==> src/hdl/vdi_pkg.sv <==
package vdi_pkg;

    localparam int COORD_W = 32;
    localparam int TOL_W   = 17;
    localparam int IDX_W   = 8;

    // One stored vertex: x in the low half, y in the high half
    typedef struct packed {
        logic signed [COORD_W-1:0] y;
        logic signed [COORD_W-1:0] x;
    } t_vertex;

    typedef enum logic [1:0] {
        ST_IDLE = 2'b01,
        ST_SCAN = 2'b10
    } t_state;

endpackage

==> src/hdl/vdi_match.sv <==
module vdi_match
    import vdi_pkg::*;
(
    input  t_vertex          i_point,
    input  t_vertex          i_stored,
    input  logic [TOL_W-1:0] i_tol,
    output logic             o_match
);

    logic signed [COORD_W:0] dx;
    logic signed [COORD_W:0] dy;
    logic        [COORD_W:0] adx;
    logic        [COORD_W:0] ady;
    logic        [COORD_W:0] tol_ext;

    // Exact 33-bit differences, no wraparound
    assign dx = {i_point.x[COORD_W-1], i_point.x} - {i_stored.x[COORD_W-1], i_stored.x};
    assign dy = {i_point.y[COORD_W-1], i_point.y} - {i_stored.y[COORD_W-1], i_stored.y};

    assign adx = dx[COORD_W] ? (COORD_W+1)'(-dx) : (COORD_W+1)'(dx);
    assign ady = dy[COORD_W] ? (COORD_W+1)'(-dy) : (COORD_W+1)'(dy);

    assign tol_ext = (COORD_W+1)'(i_tol);

    assign o_match = (adx < tol_ext) && (ady < tol_ext);

endmodule

==> config.mk <==
export PLATFORM = sky130hd
export DESIGN_NAME = vdi_match
export DESIGN_NICKNAME = d
export VERILOG_FILES = /design/src/hdl/vdi_pkg.sv /design/src/hdl/vdi_match.sv
export SDC_FILE = /design/constraint.sdc
export NUM_CORES = 1
export LEC_CHECK = 0
export ABC_CLOCK_PERIOD_IN_PS = 5050
export BUFFER_PORTS_ARGS = -buffer_cell sky130_fd_sc_hd__buf_4
export CORE_MARGIN = 4
export CORE_UTILIZATION = 53
export DETAILED_ROUTE_END_ITERATION = 12
export PLACE_DENSITY = 0.81
export SETUP_SLACK_MARGIN = 0.1
export SYNTH_ARGS = -nofsm -noshare
export SYNTH_HDL_FRONTEND = slang
export SYNTH_SLANG_ARGS = --single-unit
==> constraint.sdc <==
create_clock -name vclk -period 5.05
set_clock_uncertainty 0.1 [all_clocks]
set_input_delay 0.2525 -clock vclk [all_inputs]
set_output_delay 0.2525 -clock vclk [all_outputs]
set_load 0.01 [all_outputs]
==> summary.txt, run 1 <==
Status
  • Status: finished, violations left
  • Failing checks: negative setup slack

STA
  • RSZ-0062 raised after global routing: yes
  • Peak Freq: 189 MHz
  • Slew Limit Fails: 0
  • Final hold vios: 0
  • Fin crit period: 5.29 ns
  • Final Setup Violations: 1
  • Slew headroom: 38.9%
  • Final TNS setup: -0.242 ns
  • Final WS setup: -0.242 ns
  • Worst-Margin Slew: 0.907 ns
  • Fin crit share: 105%

Cells and area
  • # fillers: 1094
  • Seq_cells: 0
  • Layout cells sized above 1: 30.3%
  • Area grow syn2layout: 37.9%
  • Seq. cell area: 0 sq um
  • Inserted Diodes: 0
  • Clock buffers: 0
  • Fin nets: 1591

Routing
  • Remaining antenna violation count: 0
  • Via count: 9230
  • # DRC: 0
  • Final WL: 22.5 mm
  • Drt first pass iters: 5
  • Vias per Instance: 6.07
  • WL per Instance: 14.8 microns
  • Initial DRC Count: 747

Pwr
  • Psw: 0.000805 W
  • Flop pwr share: 0%
  • P_int: 0.000721 W
  • Clock power frac: 0%
  • Cell Pwr Density: 156 nW/um^2
  • Final Total Pwr: 0.00153 W
  • Leak: 4.59 nW
  • Worst VDD drop: 88.0 uV
  • Sw Share: 52.7%
  • Combinational power share: 100.0%

Global routing
  • Pin count of the biggest net entering global routing: 14
  • Total congestion overflow: 0
  • Total Routing Usage GR: 27.4%
  • Initial antenna violation count: 0
  • First-pass GRT wire length: 36.5 mm
  • Number of global-route vias before repair: 8274

Logic synthesis
  • Mapped cell area: 7110 sq um
  • Mean Syn Cell Area: 6.66 sq um
  • Register area share after synthesis: 0%
  • Syn nets: 1313
  • Most numerous cell in the Yosys netlist: inv_1
  • Distinct cells, synth: 87
  • Synth area leader: ha_1
  • Yosys warning total: 0
  • Synthesized instance count: 1068
  • Synth top area cells: ha_1, a21oi_1, inv_1, xnor2_1, nand2_1
  • Most instantiated cells after synthesis: inv_1, ha_1, nand2_1
  • Top-area cell type share of the netlist area: 17.2%

Worst setup path
  • Top delay family on crit path: compound AO/OA/AOI/OAI gates
  • CP Depth: 26
  • Critical path class: input port to primary output
  • Crit path max-delay cell type: or2_4
  • CP most frequent cell: buf_4
  • WP data required: 4.70 ns
  • Slowest stage delay, CP: 0.29 ns
  • Sum of buffers and inverters on the critical path: 4
  • Worst Path Max Fanout: 8
  • WP data arrival: 4.94 ns
  • Worst setup EP type: primary output
  • Startpoint type of the worst setup path: input port

Place
  • GP Congestion: 0.966
  • Port Buffers: 146
  • HPWL Detailed: 18.8 mm
  • Post-Place Worst Slack: -0.545 ns

Job
  • Max cap viols: 0

Hold path
  • Worst hold path type: input port to primary output
  • WHS Path Cells: 6

Die
  • Ports: 146
  • Initial Utilization: 53.9%
  • Core ar.: 13200 sq um
  • Die area: 15300 sq um
  • Die Y-Extent: 124 microns
  • Die X: 124 microns
  • Row cnt: 42

Clock tree
  • Hold_buf cts: 0
logic make-up (layout without fill, tap and decap cells):
family	Yosys count	after routing	synth area share (%)
AND/OR/NAND/NOR	382	383	29.0
AO/OA/AOI/OAI	370	370	36.3
XOR/XNOR	60	60	7.39
adder cells (fa/ha/maj)	100	100	17.8
multiplexers	10	10	1.44
buffers and inverters	146	421	8.07
power by group through the flow:
| stage | registers [W] | logic [W] | clock network (W) |
|---|---|---|---|
| floorplan | 0 | 0.000936 | 0 |
| global placement | 0 | 0.00137 | 0 |
| detailed placement | 0 | 0.00140 | 0 |
| CTS | 0 | 0.00144 | 0 |
| global route | 0 | 0.00168 | 0 |
| finish | 0 | 0.00153 | 0 |
worst min-delay path, cell delays in order:
cell and delay, ns:
buf_4 0.08, ha_1 0.19, xor2_1 0.13, xnor2_1 0.19, nor4_2 0.05, buf_4 0.14
per-layer routing:
metal  part of all wire, %  vias to the layer above  global-route usage (%)  wire [microns]
met5                     0                        -                       0               0
met1                    46                     4275                    39.5           10300
met3                   7.5                       28                    1.73            1680
met2                    46                      361                    46.4           10400
met4                  0.88                        0                    2.35             199
li1                      -                     4566                       -               -
timing repair:
| item | CTS | global route |
|---|---|---|
| resized for setup | 13 | 43 |
| cloned | 0 | 1 |
| endpoints found under the setup margin | 1 | 1 |
| pin swaps | 8 | 48 |
| buffers inserted | 2 | 8 |
final cells by class:
class | instances | area, sq um | share of cell area (%)
inverter | 103 | 389 | 3.97
multi-input combinational | 923 | 6810 | 69.4
tap | 176 | 220 | 2.24
timing repair buffer | 318 | 2390 | 24.4
layout by cell type (no fill, tap or decap), types with 5 or more instances in the layout:
master and count:
a211oi_1 13, a21boi_0 8, a21o_1 27, a21oi_1 77, a21oi_2 14, a31oi_1 6, and2_1 13, and3_1 13
and4_1 9, buf_4 317, ha_1 95, inv_1 102, mux2i_1 8, nand2_1 93, nand2b_1 15, nand3_1 25
nand4_1 24, nor2_1 61, nor2b_1 12, nor3_1 28, nor4_1 12, nor4_2 6, nor4b_1 7, o2111ai_1 5
o211a_1 8, o211ai_1 25, o21a_1 20, o21ai_0 56, o21ai_1 11, o31a_1 6, o31ai_1 12, o32ai_1 5
or2_2 10, or3_1 15, or4_1 6, xnor2_1 42, xor2_1 18
stage by stage:
stage | hold slack, ns | area, sq um | util, % | cells
after global placement | 1.17 | 9510 | 72.1 | 1509
after global routing | 1.24 | 9810 | 74.4 | 1520
after CTS | 1.19 | 9580 | 72.6 | 1511
after detailed placement | 1.17 | 9510 | 72.1 | 1509
after floorplan | 0.889 | 7190 | - | 1068
final | 1.18 | 9810 | 74.4 | 1520
final timing paths:
kind / slack [ns] / end / from
setup / recovery: -0.24 / o_match / i_point[32]
hold / removal: 1.18 / o_match / i_point[31]
(Power assumes the default switching activity.)
==> inputs of run 2 (changes only) <==
Settings changed: PLACE_DENSITY 0.81 to 0.92.
==> run 2 against run 1 <==
Net effect:
- the flow finishes with violations (design-rule violations, negative setup slack)
- maximum frequency down 6.0%
- worst setup slack lost 0.34 ns
- routed wire length up 29%
- largest power group unchanged
- cell count increased by 0.46%
- combinational power increased by 10%
==> summary.txt, run 2 (synthesized netlist as in run 1, its figures left out) <==
Worst setup path
  • Worst setup EP type: primary output (unchanged)
  • WP data required: 4.70 ns (about the same)
  • WP data arrival: 5.28 ns (was 4.94 ns)
  • Critical path class: input port to primary output (unchanged)
  • Startpoint type of the worst setup path: input port (unchanged)
  • Worst Path Max Fanout: 5 (was 8)

STA
  • Peak Freq: 178 MHz (was 189 MHz)
  • Final WS setup: -0.581 ns (was -0.242 ns)
  • Hold slack: 1.18 ns (about the same)
  • Final hold vios: 0 (unchanged)
  • Fin crit share: 112% (was 105%)
  • Fin crit period: 5.63 ns (was 5.29 ns)
  • RSZ-0062 raised after global routing: yes (unchanged)
  • Worst-Margin Slew: 0.984 ns (was 0.907 ns)
  • Slew Limit Fails: 0 (unchanged)
  • Slew headroom: 33.7% (was 38.9%)
  • Final Setup Violations: 1 (unchanged)
  • Final TNS setup: -0.581 ns (was -0.242 ns)

Routing
  • Initial DRC Count: 2161 (was 747)
  • # DRC: 2 (was 0)
  • WL per Instance: 19.1 microns (was 14.8 microns)
  • Drt first pass iters: 13 (was 5)
  • Vias per Instance: 6.94 (was 6.07)
  • Final WL: 29.1 mm (was 22.5 mm)
  • Via count: 10600 (was 9230)
  • Remaining antenna violation count: 0 (unchanged)

Pwr
  • Combinational power share: 100.0% (about the same)
  • Clock power frac: 0% (about the same)
  • Flop pwr share: 0% (about the same)
  • P_int: 0.000747 W (was 0.000721 W)
  • Leak: 4.68 nW (was 4.59 nW)
  • Worst VDD drop: 73.8 uV (was 88.0 uV)
  • Sw Share: 55.8% (was 52.7%)
  • Cell Pwr Density: 169 nW/um^2 (was 156 nW/um^2)
  • Psw: 0.000945 W (was 0.000805 W)

Die
  • Die X: 124 microns (unchanged)
  • Ports: 146 (unchanged)
  • Die area: 15300 sq um (unchanged)
  • Core ar.: 13200 sq um (unchanged)
  • Die Y-Extent: 124 microns (unchanged)
  • Row cnt: 42 (unchanged)
  • Initial Utilization: 53.9% (unchanged)

Hold path
  • Worst hold path type: input port to primary output (unchanged)
  • WHS Path Cells: 6 (unchanged)
  • HP Start: i_point[31] (unchanged)
  • End of the worst hold path: o_match (unchanged)

Clock tree
  • Hold_buf cts: 0 (unchanged)

Cells and area
  • Layout Cells excl Fill: 1527 (was 1520)
  • Inserted Diodes: 0 (unchanged)
  • Layout cells sized above 1: 31.5% (was 30.3%)
  • Seq. cell area: 0 sq um (unchanged)
  • Commonest non-fill, non-tap cell in the layout: buf_4 (unchanged)
  • Area grow syn2layout: 40.6% (was 37.9%)
  • Seq_cells: 0 (unchanged)
  • Fin nets: 1598 (was 1591)
  • # fillers: 846 (was 1094)
  • Most frequent cells in the layout: buf_4, inv_1, nand2_1, ha_1, a21oi_1 (was buf_4, inv_1, ha_1, nand2_1, a21oi_1)
  • Clock buffers: 0 (unchanged)

Place
  • Post-Place Worst Slack: -0.596 ns (was -0.545 ns)
  • HPWL Detailed: 20.1 mm (was 18.8 mm)
  • Port Buffers: 146 (unchanged)
  • Placed Cells: 1508 (was 1509)
  • GP Congestion: 0.998 (was 0.966)

Global routing
  • Initial antenna violation count: 0 (unchanged)
  • First-pass GRT wire length: 42.2 mm (was 36.5 mm)
  • Pin count of the biggest net entering global routing: 16 (was 14)
  • Total congestion overflow: 0 (unchanged)
  • Number of global-route vias before repair: 9676 (was 8274)
  • Total Routing Usage GR: 32.1% (was 27.4%)

Status
  • Failing checks: design-rule violations, negative setup slack (was negative setup slack)
  • Status: finished, violations left (unchanged)

Job
  • Max cap viols: 0 (unchanged)
[run 2: cell types whose count changed in the layout (fill, tap and decap cells not counted), moves of 3 or more]
cell / delta
ha_2: +3
ha_1: -4
buf_4: +5
nor2_4: +3
a21oi_1: -4
a21oi_4: +4
[run 2: how the worst max path moves through the flow]
stage	from	slack [ns]	end	depth (start not counted)
after floorplan	i_point[32]	0.10	o_match	27
after global placement	i_point[32]	-0.30	o_match	23
after detailed placement	i_point[32]	-0.60	o_match	23
after CTS	i_point[32]	-0.28	o_match	26
after global routing	i_point[0]	-0.81	o_match	27
final	i_point[0]	-0.58	o_match	27
[run 2: critical path: stages]
cell and delay (ns):
buf_4 0.11, inv_1 0.05, ha_2 0.19, fa_2 0.21
nor2b_2 0.05, buf_4 0.12, buf_4 0.12, o31ai_1 0.67
a21boi_0 0.28, nor2_1 0.33, nor2_2 0.11, nand2_1 0.15
o21ai_2 0.08, xnor2_1 0.22, ha_1 0.27, a21o_1 0.16
a21o_1 0.19, a21oi_2 0.14, o211ai_1 0.15, nand3_1 0.14
nand4_1 0.13, a221oi_2 0.24, o211ai_1 0.16, nor4_2 0.18
o2111ai_1 0.15, nor4_2 0.22, buf_4 0.18
[run 2: metrics by stage]
stage / power (W) / utilization (%) / area [sq um]
3_3_place_gp: 0.00135 / 72.0 / 9500
6_report: 0.00169 / 75.8 / 10000
2_1_floorplan: 0.000936 / - / 7190
3_5_place_dp: 0.00143 / 72.0 / 9500
4_1_cts: 0.00151 / 74.0 / 9770
5_1_grt: 0.00181 / 75.8 / 10000
[run 2: cell type report]
class / instances / area, sq um / share of cell area (%)
inverter: 103 / 389 / 3.89
multi-input combinational: 923 / 6930 / 69.3
tap: 176 / 220 / 2.20
timing repair buffer: 325 / 2460 / 24.6
[run 2: power by group through the flow]
stage               combinational [W]  clock, W  sequential, W
detailed placement            0.00143         0              0
finish                        0.00169         0              0
CTS                           0.00151         0              0
global route                  0.00181         0              0
floorplan                    0.000936         0              0
global placement              0.00135         0              0
[run 2: layer usage]
metal  share of wire, %  track usage (%)  vias to the layer above  routed length (microns)
met5                  0                0                        -                        0
met4                7.6             14.6                        0                     2230
met3                 13             3.95                      330                     3730
met2                 45             55.5                     1029                    13000
met1                 35             39.5                     4667                    10200
li1                   -                -                     4578                        -
[run 2: what timing repair did]
action,4_1_cts,5_1_grt
gates resized for setup,48,31
buffers inserted,8,10
pin swaps,33,38
setup endpoints to repair,1,1
hold endpoints to repair,0,0
gates cloned,1,0
==> inputs of run 3 (changes only) <==
Settings changed: CELL_PAD_IN_SITES_DETAIL_PLACEMENT set to 2, CELL_PAD_IN_SITES_GLOBAL_PLACEMENT set to 2, CORE_UTILIZATION 53 to 29, PLACE_DENSITY 0.92 to 0.93.
==> run 3 against run 2 <==
Net effect:
- count of clock-buffer cells in the layout did not move
- the flow finishes with violations (negative setup slack)
- power increased by 30%
- core utilization decreased by 30 points
- non-clock buffer count up 79
- critical path type unchanged
- global-route usage grew 5.3 points
- critical path depth is 1 higher
- maximum frequency is 14% lower
==> summary.txt, run 3 (synthesized netlist as in run 1, its figures left out) <==
Cells and area
  • Seq. cell area: 0 sq um (unchanged)
  • Footprint of the multi-input gates: 7070 sq um (was 6930 sq um)
  • Seq_cells: 0 (unchanged)
  • Fin nets: 1676 (was 1598)
  • Layout cells sized above 1: 36.5% (was 31.5%)
  • Layout Cells excl Fill: 1755 (was 1527)
  • Commonest non-fill, non-tap cell in the layout: buf_4 (unchanged)
  • Most frequent cells in the layout: buf_4, inv_1, ha_1, nand2_1, a21oi_1 (was buf_4, inv_1, nand2_1, ha_1, a21oi_1)
  • # fillers: 2813 (was 846)
  • Clock buffers: 0 (unchanged)
  • Area grow syn2layout: 54.5% (was 40.6%)

Die
  • Initial Utilization: 29.3% (was 53.9%)
  • Die area: 27100 sq um (was 15300 sq um)
  • Ports: 146 (unchanged)
  • Row cnt: 57 (was 42)
  • Die X: 165 microns (was 124 microns)
  • Core ar.: 24200 sq um (was 13200 sq um)
  • Die Y-Extent: 165 microns (was 124 microns)

STA
  • Final TNS setup: -1.48 ns (was -0.581 ns)
  • Slew headroom: 21.2% (was 33.7%)
  • Fin crit share: 129% (was 112%)
  • Final hold vios: 0 (unchanged)
  • Peak Freq: 153 MHz (was 178 MHz)
  • Fin crit period: 6.53 ns (was 5.63 ns)
  • RSZ-0062 raised after global routing: yes (unchanged)
  • Final WS setup: -1.48 ns (was -0.581 ns)
  • Slew Limit Fails: 0 (unchanged)
  • Final Setup Violations: 1 (unchanged)
  • Worst-Margin Slew: 1.17 ns (was 0.984 ns)

Routing
  • Drt first pass iters: 6 (was 13)
  • Vias per Instance: 6.77 (was 6.94)
  • Final WL: 59.2 mm (was 29.1 mm)
  • WL per Instance: 33.7 microns (was 19.1 microns)
  • Initial DRC Count: 1056 (was 2161)
  • Via count: 11900 (was 10600)
  • Remaining antenna violation count: 0 (unchanged)
  • # DRC: 0 (was 2)

Status
  • Failing checks: negative setup slack (was design-rule violations, negative setup slack)
  • Status: finished, violations left (unchanged)

Pwr
  • Worst VDD drop: 54.3 uV (was 73.8 uV)
  • Cell Pwr Density: 201 nW/um^2 (was 169 nW/um^2)
  • Leak: 5.12 nW (was 4.68 nW)
  • Final Total Pwr: 0.00221 W (was 0.00169 W)

Global routing
  • Pin count of the biggest net entering global routing: 10 (was 16)
  • Total congestion overflow: 0 (unchanged)
  • First-pass GRT wire length: 78.9 mm (was 42.2 mm)
  • Initial antenna violation count: 2 (was 0)
  • Number of global-route vias before repair: 13100 (was 9676)
  • Total Routing Usage GR: 37.3% (was 32.1%)

Worst setup path
  • Worst Path Max Fanout: 9 (was 5)
  • Startpoint type of the worst setup path: input port (unchanged)
  • Worst setup EP type: primary output (unchanged)
  • WP data arrival: 6.17 ns (was 5.28 ns)
  • WP data required: 4.70 ns (about the same)
  • Critical path class: input port to primary output (unchanged)

Place
  • Post-Place Worst Slack: -1.16 ns (was -0.596 ns)
  • HPWL Detailed: 37.0 mm (was 20.1 mm)
  • Placed Cells: 1723 (was 1508)
  • Port Buffers: 146 (unchanged)
  • GP Congestion: 0.888 (was 0.998)

Job
  • Max cap viols: 0 (unchanged)

Hold path
  • Worst hold path type: input port to primary output (unchanged)

Clock tree
  • Hold_buf cts: 0 (unchanged)
run 3: changes by cell type in the layout (fill, tap and decap cells not counted), sizes merged:
cell	previous run	this run
buf	325	404
diode	0	2
or2	13	12
run 3: area by class of cell:
class | instances | share of cell area (%)
multi-input cells | 922 | 64.3
inverters | 103 | 3.54
repair buffers | 404 | 28.4
diodes | 2 | 0.0455
well taps | 324 | 3.69
run 3: routing by layer:
layer	routed length, microns	share of wire, %	global-route usage (%)	up-vias
li1	-	-	-	4734
met1	19100	32	35.7	5676
met2	27800	47	67.1	931
met3	5130	8.7	9.46	541
met4	7240	12	30.8	0
met5	0	0	0	-
run 3: worst max-delay path, cell delays in order:
cell       delay [ns]
buf_8            0.08
inv_4            0.04
ha_4             0.16
fa_2             0.37
nor2b_2          0.15
o31a_1           0.30
o31ai_4          0.10
a21oi_2          0.24
a21oi_2          0.09
o21a_2           0.26
o32ai_4          0.30
buf_6            0.22
buf_8            0.16
a21oi_1          0.08
xnor2_1          0.60
ha_1             0.35
o21ai_1          0.11
nand2b_1         0.13
a21oi_2          0.23
o21ai_1          0.14
nand3_1          0.15
nand4_1          0.19
a221oi_2         0.27
o211ai_1         0.19
nor4_2           0.33
o2111ai_2        0.24
nor4_4           0.25
buf_4            0.17
run 3: timing repair:
| action | CTS | global route |
|---|---|---|
| buffers inserted | 21 | 9 |
| gates resized for setup | 68 | 54 |
| endpoints found under the setup margin | 1 | 1 |
| pin swaps | 46 | 36 |
run 3: per-stage QoR:
stage	utilization [%]	area [sq um]	hold WS [ns]
after floorplan	-	7190	0.889
after global placement	42.1	10200	1.21
after detailed placement	42.1	10200	1.23
after CTS	44.0	10700	1.24
after global routing	45.3	11000	1.39
final	45.3	11000	1.35
run 3: worst paths after layout:
| check | endpoint | slack [ns] | cells past startpoint | start |
|---|---|---|---|---|
| hold / removal | o_match | 1.35 | 6 | i_point[31] |
| setup / recovery | o_match | -1.48 | 28 | i_point[0] |
run 3: where the power goes:
group	total, W	internal, W	switching [W]	leakage, nW
registers	0	0	0	0
clock network	0.00000000000765	0.00000000000763	0	0.0000157
logic	0.00221	0.000865	0.00134	5.12
total	0.00221	0.000865	0.00134	5.12
